==> config.mk <==
export PLATFORM = sky130hd
export DESIGN_NAME = periodic_timer_bank_unit_flat
export DESIGN_NICKNAME = d
export VERILOG_FILES = /design/src/rtl/ptb_pkg.sv /design/src/rtl/ptb_channels.sv /design/src/rtl/periodic_timer_bank_unit.sv /design/src/flat_wrapper.sv
export SDC_FILE = /design/constraint.sdc
export NUM_CORES = 1
export LEC_CHECK = 0
export ABC_AREA = 0
export BUFFER_PORTS_ARGS = -buffer_cell sky130_fd_sc_hd__buf_2
export CORE_ASPECT_RATIO = 1.4
export CORE_MARGIN = 8
export CORE_UTILIZATION = 28
export DETAILED_ROUTE_END_ITERATION = 8
export PLACE_DENSITY = 0.51
export SYNTH_ARGS = -nofsm -noshare
export SYNTH_HDL_FRONTEND = slang
export SYNTH_SLANG_ARGS = --single-unit
==> constraint.sdc <==
create_clock -name clock -period 13.7 [get_ports clock]
set_clock_uncertainty 0.15 [all_clocks]
set_input_delay 2.055 -clock clock [delete_from_list [all_inputs] [get_ports clock]]
set_output_delay 2.055 -clock clock [all_outputs]
set_load 0.01 [all_outputs]
==> src/rtl/ptb_pkg.sv <==
`timescale 1ns / 1ps
// ----------------------------------------------------------------------------
// ptb_pkg: shared types and constants of the periodic timer bank
// Field widths, register indexes, record codes and the sequencer states.
// ----------------------------------------------------------------------------
package ptb_pkg;

   // Programmable timers in the bank
   localparam int NUM_TIMERS  = 10;
   localparam int TIMER_IDX_W = (NUM_TIMERS > 1) ? $clog2(NUM_TIMERS) : 1;

   // Field widths
   localparam int TIME_W      = 32;
   localparam int TICK_INC_W  = 10;
   localparam int ID_W        = 4;
   localparam int CSR_IDX_W   = 2;
   localparam int CSR_DATA_W  = 32;

   // Register indexes of the configuration port
   localparam logic [CSR_IDX_W-1:0] CSR_TICK_INC     = 2'd0;
   localparam logic [CSR_IDX_W-1:0] CSR_MIN_INTERVAL = 2'd1;
   localparam logic [CSR_IDX_W-1:0] CSR_RTX_INTERVAL = 2'd2;
   localparam logic [CSR_IDX_W-1:0] CSR_RTX_ENABLE   = 2'd3;

   // Register reset values
   localparam logic [TICK_INC_W-1:0] TICK_INC_RST     = 10'd26;
   localparam logic [TIME_W-1:0]     MIN_INTERVAL_RST = 32'd50;
   localparam logic [TIME_W-1:0]     RTX_INTERVAL_RST = 32'd26;
   localparam logic                  RTX_ENABLE_RST   = 1'b1;

   // Request kinds
   localparam logic KIND_TICK = 1'b0;
   localparam logic KIND_SET  = 1'b1;

   // Response record kinds
   localparam logic REC_FIRE    = 1'b0;
   localparam logic REC_SUMMARY = 1'b1;

   // Identifier reported for the retransmission timer
   localparam logic [ID_W-1:0] RETRANS_ID = 4'd10;
   localparam logic [ID_W-1:0] SUMMARY_ID = 4'd0;

   // Sequencer states
   typedef enum logic [1:0] {
      ST_IDLE,
      ST_RTX,
      ST_SCAN,
      ST_DONE
   } state_type;

endpackage

==> src/rtl/ptb_channels.sv <==
`timescale 1ns / 1ps
// ----------------------------------------------------------------------------
// ptb_channels: request and response channels of the periodic timer bank
// Valid/ready channels; a word moves when valid and ready are both high.
// ----------------------------------------------------------------------------

// Request channel: tick or timer set
interface ptb_req_if import ptb_pkg::*; ();
   logic                   valid;
   logic                   ready;
   logic                   kind;
   logic [ID_W-1:0]        timer_index;
   logic                   enable;
   logic [TIME_W-1:0]      last_time;
   logic [TIME_W-1:0]      interval;

   modport source (
      output valid, kind, timer_index, enable, last_time, interval,
      input  ready
   );
   modport sink (
      input  valid, kind, timer_index, enable, last_time, interval,
      output ready
   );
endinterface

// Response channel: fire records and the end-of-tick summary
interface ptb_rsp_if import ptb_pkg::*; ();
   logic                   valid;
   logic                   ready;
   logic                   record_kind;
   logic [ID_W-1:0]        fired_id;
   logic [TIME_W-1:0]      now_ms;
   logic [TIME_W-1:0]      seq_count;
   logic                   last;

   modport source (
      output valid, record_kind, fired_id, now_ms, seq_count, last,
      input  ready
   );
   modport sink (
      input  valid, record_kind, fired_id, now_ms, seq_count, last,
      output ready
   );
endinterface

==> src/rtl/periodic_timer_bank_unit.sv <==
`timescale 1ns / 1ps
// ----------------------------------------------------------------------------
// periodic_timer_bank_unit: bank of periodic timers driven by a system tick
//
//   channel   dir  handshake               word
//   req_chan  in   valid/ready             kind, timer_index, enable,
//                                          last_time, interval
//   rsp_chan  out  valid/ready             record_kind, fired_id, now_ms,
//                                          seq_count, last
//   csr_*     in   csr_we (no back-press)  csr_index, csr_wdata
//
// A set word is written into the bank when accepted. A tick word runs in
// order: accept, retransmission check, one programmable timer per cycle
// through the single shared add/compare unit, then the summary. A check
// that fires, or the summary, waits while the response register is full and
// not being drained. Reset (synchronous, active high) restores the register
// defaults, clears time, counter and all armed bits, and empties the output.
// ----------------------------------------------------------------------------
module periodic_timer_bank_unit import ptb_pkg::*; (
   input  logic                  clock,
   input  logic                  reset,
   ptb_req_if.sink               req_chan,
   ptb_rsp_if.source             rsp_chan,
   input  logic                  csr_we,
   input  logic [CSR_IDX_W-1:0]  csr_index,
   input  logic [CSR_DATA_W-1:0] csr_wdata
);

   // Configuration registers
   logic [TICK_INC_W-1:0] tick_inc_ff;
   logic [TIME_W-1:0]     min_interval_ff;
   logic [TIME_W-1:0]     rtx_interval_ff;
   logic                  rtx_enable_ff;

   // Timer state
   logic [TIME_W-1:0]     now_ff,  now_in;
   logic [TIME_W-1:0]     seq_ff,  seq_in;
   logic [TIME_W-1:0]     rtx_last_ff, rtx_last_in;
   logic [NUM_TIMERS-1:0] armed_ff;
   logic [TIME_W-1:0]     timer_last_ff   [NUM_TIMERS];
   logic [TIME_W-1:0]     timer_period_ff [NUM_TIMERS];

   // Sequencer
   state_type             state_ff, state_in;
   logic [TIMER_IDX_W-1:0] idx_ff, idx_in;

   // Response register
   logic                  rsp_valid_ff, rsp_valid_in;
   logic                  rsp_kind_ff;
   logic [ID_W-1:0]       rsp_id_ff;
   logic [TIME_W-1:0]     rsp_now_ff;
   logic [TIME_W-1:0]     rsp_seq_ff;
   logic                  rsp_last_ff;

   // Shared unit operands and results
   logic [TIME_W-1:0]     op_last;
   logic [TIME_W-1:0]     op_period;
   logic [TIME_W-1:0]     op_ref;
   logic [TIME_W-1:0]     op_sum;
   logic                  op_ge;
   logic                  op_armed;
   logic                  due;

   // Control
   logic                  req_accept;
   logic                  tick_accept;
   logic                  set_accept;
   logic                  set_in_range;
   logic                  slot_free;
   logic                  check_go;
   logic                  fire_load;
   logic                  summary_load;

   assign req_accept   = req_chan.valid && req_chan.ready;
   assign tick_accept  = req_accept && (req_chan.kind == KIND_TICK);
   assign set_accept   = req_accept && (req_chan.kind == KIND_SET);
   assign set_in_range = 32'(req_chan.timer_index) < NUM_TIMERS;
   assign slot_free    = !rsp_valid_ff || rsp_chan.ready;

   // Configuration writes
   always_ff @(posedge clock) begin
      if (reset) begin
         tick_inc_ff     <= TICK_INC_RST;
         min_interval_ff <= MIN_INTERVAL_RST;
         rtx_interval_ff <= RTX_INTERVAL_RST;
         rtx_enable_ff   <= RTX_ENABLE_RST;
      end else if (csr_we) begin
         unique case (csr_index)
            CSR_TICK_INC:     tick_inc_ff     <= csr_wdata[TICK_INC_W-1:0];
            CSR_MIN_INTERVAL: min_interval_ff <= csr_wdata[TIME_W-1:0];
            CSR_RTX_INTERVAL: rtx_interval_ff <= csr_wdata[TIME_W-1:0];
            CSR_RTX_ENABLE:   rtx_enable_ff   <= csr_wdata[0];
         endcase
      end
   end

   // Select operands for the shared add/compare unit.
   // Idle: clamp compare, min_interval >= interval. Checks: now >= last + period.
   always_comb begin
      unique case (state_ff)
         ST_RTX: begin
            op_last   = rtx_last_ff;
            op_period = rtx_interval_ff;
            op_ref    = now_ff;
            op_armed  = rtx_enable_ff;
         end
         ST_SCAN: begin
            op_last   = timer_last_ff[idx_ff];
            op_period = timer_period_ff[idx_ff];
            op_ref    = now_ff;
            op_armed  = armed_ff[idx_ff];
         end
         default: begin
            op_last   = '0;
            op_period = req_chan.interval;
            op_ref    = min_interval_ff;
            op_armed  = 1'b0;
         end
      endcase
   end

   // Shared unit: one wrapping add and one unsigned compare
   assign op_sum = op_last + op_period;
   assign op_ge  = op_ref >= op_sum;
   assign due    = op_armed && op_ge;

   // Next state
   always_comb begin
      state_in = state_ff;
      idx_in   = idx_ff;
      unique case (state_ff)
         ST_IDLE: begin
            if (tick_accept) begin
               state_in = ST_RTX;
            end
         end
         ST_RTX: begin
            if (check_go) begin
               state_in = ST_SCAN;
               idx_in   = '0;
            end
         end
         ST_SCAN: begin
            if (check_go) begin
               if (32'(idx_ff) == NUM_TIMERS - 1) begin
                  state_in = ST_DONE;
               end else begin
                  idx_in = idx_ff + 1'b1;
               end
            end
         end
         ST_DONE: begin
            if (slot_free) begin
               state_in = ST_IDLE;
            end
         end
      endcase
   end

   // Sequencer outputs
   always_comb begin
      req_chan.ready = (state_ff == ST_IDLE);
      check_go       = 1'b0;
      fire_load      = 1'b0;
      summary_load   = 1'b0;
      unique case (state_ff)
         ST_RTX, ST_SCAN: begin
            check_go  = !due || slot_free;
            fire_load = due && slot_free;
         end
         ST_DONE: begin
            summary_load = slot_free;
         end
         default: begin
         end
      endcase
   end

   // Advance clock and counter on a tick; record the fire time of the
   // retransmission timer
   always_comb begin
      now_in      = now_ff;
      seq_in      = seq_ff;
      rtx_last_in = rtx_last_ff;
      if (tick_accept) begin
         now_in = now_ff + TIME_W'(tick_inc_ff);
         seq_in = seq_ff + 1'b1;
      end
      if (fire_load && (state_ff == ST_RTX)) begin
         rtx_last_in = now_ff;
      end
   end

   always_ff @(posedge clock) begin
      if (reset) begin
         state_ff    <= ST_IDLE;
         idx_ff      <= '0;
         now_ff      <= '0;
         seq_ff      <= '0;
         rtx_last_ff <= '0;
      end else begin
         state_ff    <= state_in;
         idx_ff      <= idx_in;
         now_ff      <= now_in;
         seq_ff      <= seq_in;
         rtx_last_ff <= rtx_last_in;
      end
   end

   // Armed bits: cleared by reset, loaded by a set word
   always_ff @(posedge clock) begin
      if (reset) begin
         armed_ff <= '0;
      end else if (set_accept && set_in_range) begin
         armed_ff[TIMER_IDX_W'(req_chan.timer_index)] <= req_chan.enable;
      end
   end

   // Timer last and period: an entry is read only once its armed bit is set,
   // and the set word writes all three together
   always_ff @(posedge clock) begin
      if (set_accept && set_in_range) begin
         timer_last_ff[TIMER_IDX_W'(req_chan.timer_index)]   <= req_chan.last_time;
         timer_period_ff[TIMER_IDX_W'(req_chan.timer_index)] <=
            op_ge ? min_interval_ff : req_chan.interval;
      end else if (fire_load && (state_ff == ST_SCAN)) begin
         timer_last_ff[idx_ff] <= now_ff;
      end
   end

   // Response register: load on fire or summary, drop when taken
   always_comb begin
      rsp_valid_in = rsp_valid_ff;
      if (fire_load || summary_load) begin
         rsp_valid_in = 1'b1;
      end else if (rsp_chan.ready) begin
         rsp_valid_in = 1'b0;
      end
   end

   always_ff @(posedge clock) begin
      if (reset) begin
         rsp_valid_ff <= 1'b0;
      end else begin
         rsp_valid_ff <= rsp_valid_in;
      end
   end

   always_ff @(posedge clock) begin
      if (fire_load) begin
         rsp_kind_ff <= REC_FIRE;
         rsp_id_ff   <= (state_ff == ST_RTX) ? RETRANS_ID : ID_W'(idx_ff);
         rsp_now_ff  <= now_ff;
         rsp_seq_ff  <= seq_ff;
         rsp_last_ff <= 1'b0;
      end else if (summary_load) begin
         rsp_kind_ff <= REC_SUMMARY;
         rsp_id_ff   <= SUMMARY_ID;
         rsp_now_ff  <= now_ff;
         rsp_seq_ff  <= seq_ff;
         rsp_last_ff <= 1'b1;
      end
   end

   assign rsp_chan.valid       = rsp_valid_ff;
   assign rsp_chan.record_kind = rsp_kind_ff;
   assign rsp_chan.fired_id    = rsp_id_ff;
   assign rsp_chan.now_ms      = rsp_now_ff;
   assign rsp_chan.seq_count   = rsp_seq_ff;
   assign rsp_chan.last        = rsp_last_ff;

`ifndef NO_ASSERTIONS
   // A tick word starts the scan with the retransmission check
   a_tick_starts_scan: assert property (@(posedge clock) disable iff (reset)
      tick_accept |=> (state_ff == ST_RTX))
      else $error("tick word did not start the retransmission check");

   // A tick word advances the sequence counter by one
   a_tick_counts: assert property (@(posedge clock) disable iff (reset)
      tick_accept |=> (seq_ff == $past(seq_ff) + 1'b1))
      else $error("sequence counter did not advance on tick");

   // The scan index stays within the bank
   a_idx_in_bank: assert property (@(posedge clock) disable iff (reset)
      (state_ff == ST_SCAN) |-> (32'(idx_ff) < NUM_TIMERS))
      else $error("scan index beyond the timer bank");

   // A summary word is only loaded at the end of a scan
   a_summary_after_scan: assert property (@(posedge clock) disable iff (reset)
      summary_load |-> $past(state_ff == ST_SCAN || state_ff == ST_DONE))
      else $error("summary loaded without a completed scan");
`endif

endmodule

==> src/flat_wrapper.sv <==
// flat-port wrapper written by rule: the top's interface ports become plain ports
module periodic_timer_bank_unit_flat import ptb_pkg::*;
  (clock, reset, csr_we, csr_index, csr_wdata, req_chan_valid, req_chan_kind, req_chan_timer_index, req_chan_enable, req_chan_last_time, req_chan_interval, req_chan_ready, rsp_chan_valid, rsp_chan_record_kind, rsp_chan_fired_id, rsp_chan_now_ms, rsp_chan_seq_count, rsp_chan_last, rsp_chan_ready);
  ptb_req_if req_chan_i ();
  ptb_rsp_if rsp_chan_i ();
  input  logic clock;
  input  logic reset;
  input  logic csr_we;
  input  logic [CSR_IDX_W-1:0] csr_index;
  input  logic [CSR_DATA_W-1:0] csr_wdata;
  input wire logic [$bits(req_chan_i.valid)-1:0] req_chan_valid;
  input wire logic [$bits(req_chan_i.kind)-1:0] req_chan_kind;
  input wire logic [$bits(req_chan_i.timer_index)-1:0] req_chan_timer_index;
  input wire logic [$bits(req_chan_i.enable)-1:0] req_chan_enable;
  input wire logic [$bits(req_chan_i.last_time)-1:0] req_chan_last_time;
  input wire logic [$bits(req_chan_i.interval)-1:0] req_chan_interval;
  output wire logic [$bits(req_chan_i.ready)-1:0] req_chan_ready;
  output wire logic [$bits(rsp_chan_i.valid)-1:0] rsp_chan_valid;
  output wire logic [$bits(rsp_chan_i.record_kind)-1:0] rsp_chan_record_kind;
  output wire logic [$bits(rsp_chan_i.fired_id)-1:0] rsp_chan_fired_id;
  output wire logic [$bits(rsp_chan_i.now_ms)-1:0] rsp_chan_now_ms;
  output wire logic [$bits(rsp_chan_i.seq_count)-1:0] rsp_chan_seq_count;
  output wire logic [$bits(rsp_chan_i.last)-1:0] rsp_chan_last;
  input wire logic [$bits(rsp_chan_i.ready)-1:0] rsp_chan_ready;
  assign req_chan_i.valid = req_chan_valid;
  assign req_chan_i.kind = req_chan_kind;
  assign req_chan_i.timer_index = req_chan_timer_index;
  assign req_chan_i.enable = req_chan_enable;
  assign req_chan_i.last_time = req_chan_last_time;
  assign req_chan_i.interval = req_chan_interval;
  assign req_chan_ready = req_chan_i.ready;
  assign rsp_chan_valid = rsp_chan_i.valid;
  assign rsp_chan_record_kind = rsp_chan_i.record_kind;
  assign rsp_chan_fired_id = rsp_chan_i.fired_id;
  assign rsp_chan_now_ms = rsp_chan_i.now_ms;
  assign rsp_chan_seq_count = rsp_chan_i.seq_count;
  assign rsp_chan_last = rsp_chan_i.last;
  assign rsp_chan_i.ready = rsp_chan_ready;
  periodic_timer_bank_unit u_core (.clock(clock), .reset(reset), .req_chan(req_chan_i), .rsp_chan(rsp_chan_i), .csr_we(csr_we), .csr_index(csr_index), .csr_wdata(csr_wdata));
endmodule
==> flow_summary.toml <==
[status]
status = "finished clean"

[cts]
cts_buffers = 87
clock_latency_ns = 0.70
cts_tree = "yes"
htree_levels = 3
post_cts_resize_count = 0
cts_buffer_depth = 3
path_clk_slew_ns = 0.07
cts_hold_buf = 0
cts_root_buf = "clkbuf_16"
cts.sinks = 901
postCtsSetupBuffers = 0

[final_layout]
syn_to_final_growth_pct = 16.3
drive_above_1_share_pct = 20.4
fin_nets = 3108
post-route-util_pct = 32.8
final_area_um2 = 45100

[placement]
gp_congestion = 0.871
place_area_um2 = 42100
numPortBuffers = 180
place_hpwl_um = 78800
place_ws_ns = 4.13

[timing]
min_period_ns = 9.56
drv_slew = 0
relSlewSlack_pct = 26.6
setup_viol = 0
rsz0062_at_grt = "false"
hold_viol_final = 0
max_freq_ghz = 0.105
worst_slack_ns = 4.14
period_share_pct = 69.8
worst_pin_slew_ns = 1.10
fin_tns_setup_ns = 0

[die]
start_util_pct = 28.2
io_pins = 181
die_h_um = 456
die_x_um = 330
fp.dieArea_um2 = 151000
core_area_um2 = 137000
num_rows = 161

[power_and_ir_drop]
leakage_nw = 14.8
ir_drop_mv = 0.108
power_density_nw_per_um2 = 153

[hold_path]
holdPathStages = 2
hp-class = "flip-flop to flip-flop"

[grt]
antenna_found_initial = 37
grt_max_degree = 88
first_global_vias = 23698
overflow = 0
grt_util_all_layers_pct = 15.6
grt_pass1_wl_um = 171000

[logic_synthesis]
async_reset_ff_share_pct = 0
yosysSeqAreaShare_pct = 64.8
syn-num-nets = 2924
synth.avg_cell_area_um2 = 14.2
synth_ff_type = "edfxtp_1"
syn_area_um2 = 38800
ys_ff_latch = 901
synth_edf_count = 708
syn_inst = 2733
yosysUniqueCellTypes = 70
ys_warn_count = 0

[route]
drt-total-wl_um = 120000
route.vias.total = 23719
first_pass_iters = 5
drc_errors = 0
drt_iter0_drc = 1862
routed_via_density = 4.94
ant_nets = 0
wl_per_cell_um = 25.0

[run]
cap_violations = 0

[critical_path]
cp-start-kind = "flip-flop"
reg2regPathDepth = 25
worst_setup_path_end_kind = "flip-flop"
arrival_ns = 9.75
required_ns = 13.89
path_class = "flip-flop to flip-flop"
cp_max_fo = 40
[final cells by class]
type	instances	area, µm²
timing repair buffer	252	1470
fill	13540	92300
sequential	901	25100
inverter	32	120
clock buffer	107	2270
multi-input combinational	1643	13100
tap	1793	2240
clock inverter	56	662
antenna	16	40.0
[cell usage after synthesis (33+ instances only)]
cell	instances	area share (%)
ha_1	80	2.6
mux2i_1	108	2.8
o21ai_0	38	0.49
mux2_2	59	1.7
a21oi_1	203	2.6
a221oi_1	33	0.75
a211oi_1	71	1.4
mux4_2	129	7.5
xor2_1	44	0.99
nand2_1	226	2.2
clkbuf_1	111	1.1
nand3_1	34	0.44
mux2_1	37	1.1
nor2_1	225	2.2
dfxtp_1	193	10
edfxtp_1	708	55
nor2b_1	71	1.1
[flip-flops by register name, summed over array words and instances (netlist names), named ones only]
| name | flops |
|---|---|
| u_core.armed_ff | 10 |
| u_core.idx_ff | 4 |
| u_core.min_interval_ff | 32 |
| u_core.now_ff | 32 |
| u_core.rsp_chan.fired_id | 4 |
| u_core.rsp_chan.last | 1 |
| u_core.rsp_chan.now_ms | 32 |
| u_core.rsp_chan.seq_count | 32 |
| u_core.rsp_chan.valid | 1 |
| u_core.rtx_enable_ff | 1 |
| u_core.rtx_interval_ff | 32 |
| u_core.rtx_last_ff | 32 |
| u_core.seq_ff | 32 |
| u_core.state_ff | 2 |
| u_core.tick_inc_ff | 10 |
| u_core.timer_last_ff | 320 |
| u_core.timer_period_ff | 320 |
[placed cells by master (no fill, tap or decap), types with 31 or more instances in the layout]
cell type | synthesis | layout
mux2_2 | 59 | 59
mux2i_1 | 108 | 108
nand2_1 | 226 | 225
a22oi_1 | 31 | 31
nor2_1 | 225 | 222
mux4_2 | 129 | 129
edfxtp_1 | 708 | 708
clkbuf_16 | 0 | 87
dfxtp_1 | 193 | 189
xor2_1 | 44 | 44
o21ai_0 | 38 | 38
a21oi_1 | 203 | 195
ha_1 | 80 | 77
a221oi_1 | 33 | 33
nor2b_1 | 71 | 71
buf_2 | 22 | 179
mux2_1 | 37 | 37
a211oi_1 | 71 | 71
nand3_1 | 34 | 34
buf_4 | 1 | 70
[per-layer routing]
metal	GRT usage (%)	wire (µm)
met1	19.4	49100
met2	26.8	60000
met3	3.30	7430
met4	4.91	3560
met5	0	104
[power breakdown]
part           switching [mW]  leakage (nW)  internal, mW
combinational           0.832          5.36         0.499
clock                    1.07          1.43          1.44
sequential             0.0465          7.98          3.02
total                    1.94          14.8          4.96
[worst max-delay path, cell delays in order, from the launching register on]
cell       delay (ns)
dfxtp_4          0.89
buf_4            0.71
mux4_2           0.58
nor2b_1          0.14
a211oi_1         0.25
a21oi_1          0.07
a221oi_1         0.26
nor2_1           0.10
ha_1             0.41
and3_1           0.22
and2_1           0.18
a41oi_1          0.19
o21ai_0          0.17
o211ai_1         0.34
nand2_1          0.21
a2111oi_0        0.49
a311oi_1         0.10
ha_1             0.31
nand4_1          0.10
nor4_1           0.37
o211ai_1         0.19
nor2_1           0.14
o21ai_1          0.26
a21oi_2          0.47
nand2_2          0.73
o21ai_0          1.10
[through the flow]
| stage | hold WS (ns) | std cells | total power, mW |
|---|---|---|---|
| floorplan | 0.256 | 2733 | 4.03 |
| global placement | 0.293 | 4621 | 4.46 |
| detailed placement | 0.297 | 4621 | 4.47 |
| CTS | 0.306 | 4784 | 6.97 |
| global route | 0.326 | 4789 | 7.18 |
| finish | 0.307 | 4800 | 6.90 |
[worst paths after layout]
path,slack [ns],startpoint,end
worst max register to register,4.14,flip-flop,u_core.timer_last_ff[3][21]$_DFFE_PP_
worst min-delay path,0.31,u_core.rtx_interval_ff[10]$_SDFFE_PP0P_,u_core.rtx_interval_ff[10]$_SDFFE_PP0P_
worst max-delay path,4.14,flip-flop,u_core.timer_last_ff[3][21]$_DFFE_PP_
worst min register to register,0.31,u_core.rtx_interval_ff[10]$_SDFFE_PP0P_,u_core.rtx_interval_ff[10]$_SDFFE_PP0P_
[cells by family (layout without fill, tap and decap cells)]
kind of cell    after synthesis  in the layout  share of synthesized area [%]
fa+ha+maj                    82             82                           2.69
flops                       901            901                           64.8
other cells                   0             16                              0
mux                         334            334                           13.1
buf+inv                     189            447                           1.93
xor+xnor                     70             70                           1.58
simple gates                676            676                           7.98
compound gates              481            481                           7.86
Note: power is estimated with default switching activity, not from simulation.
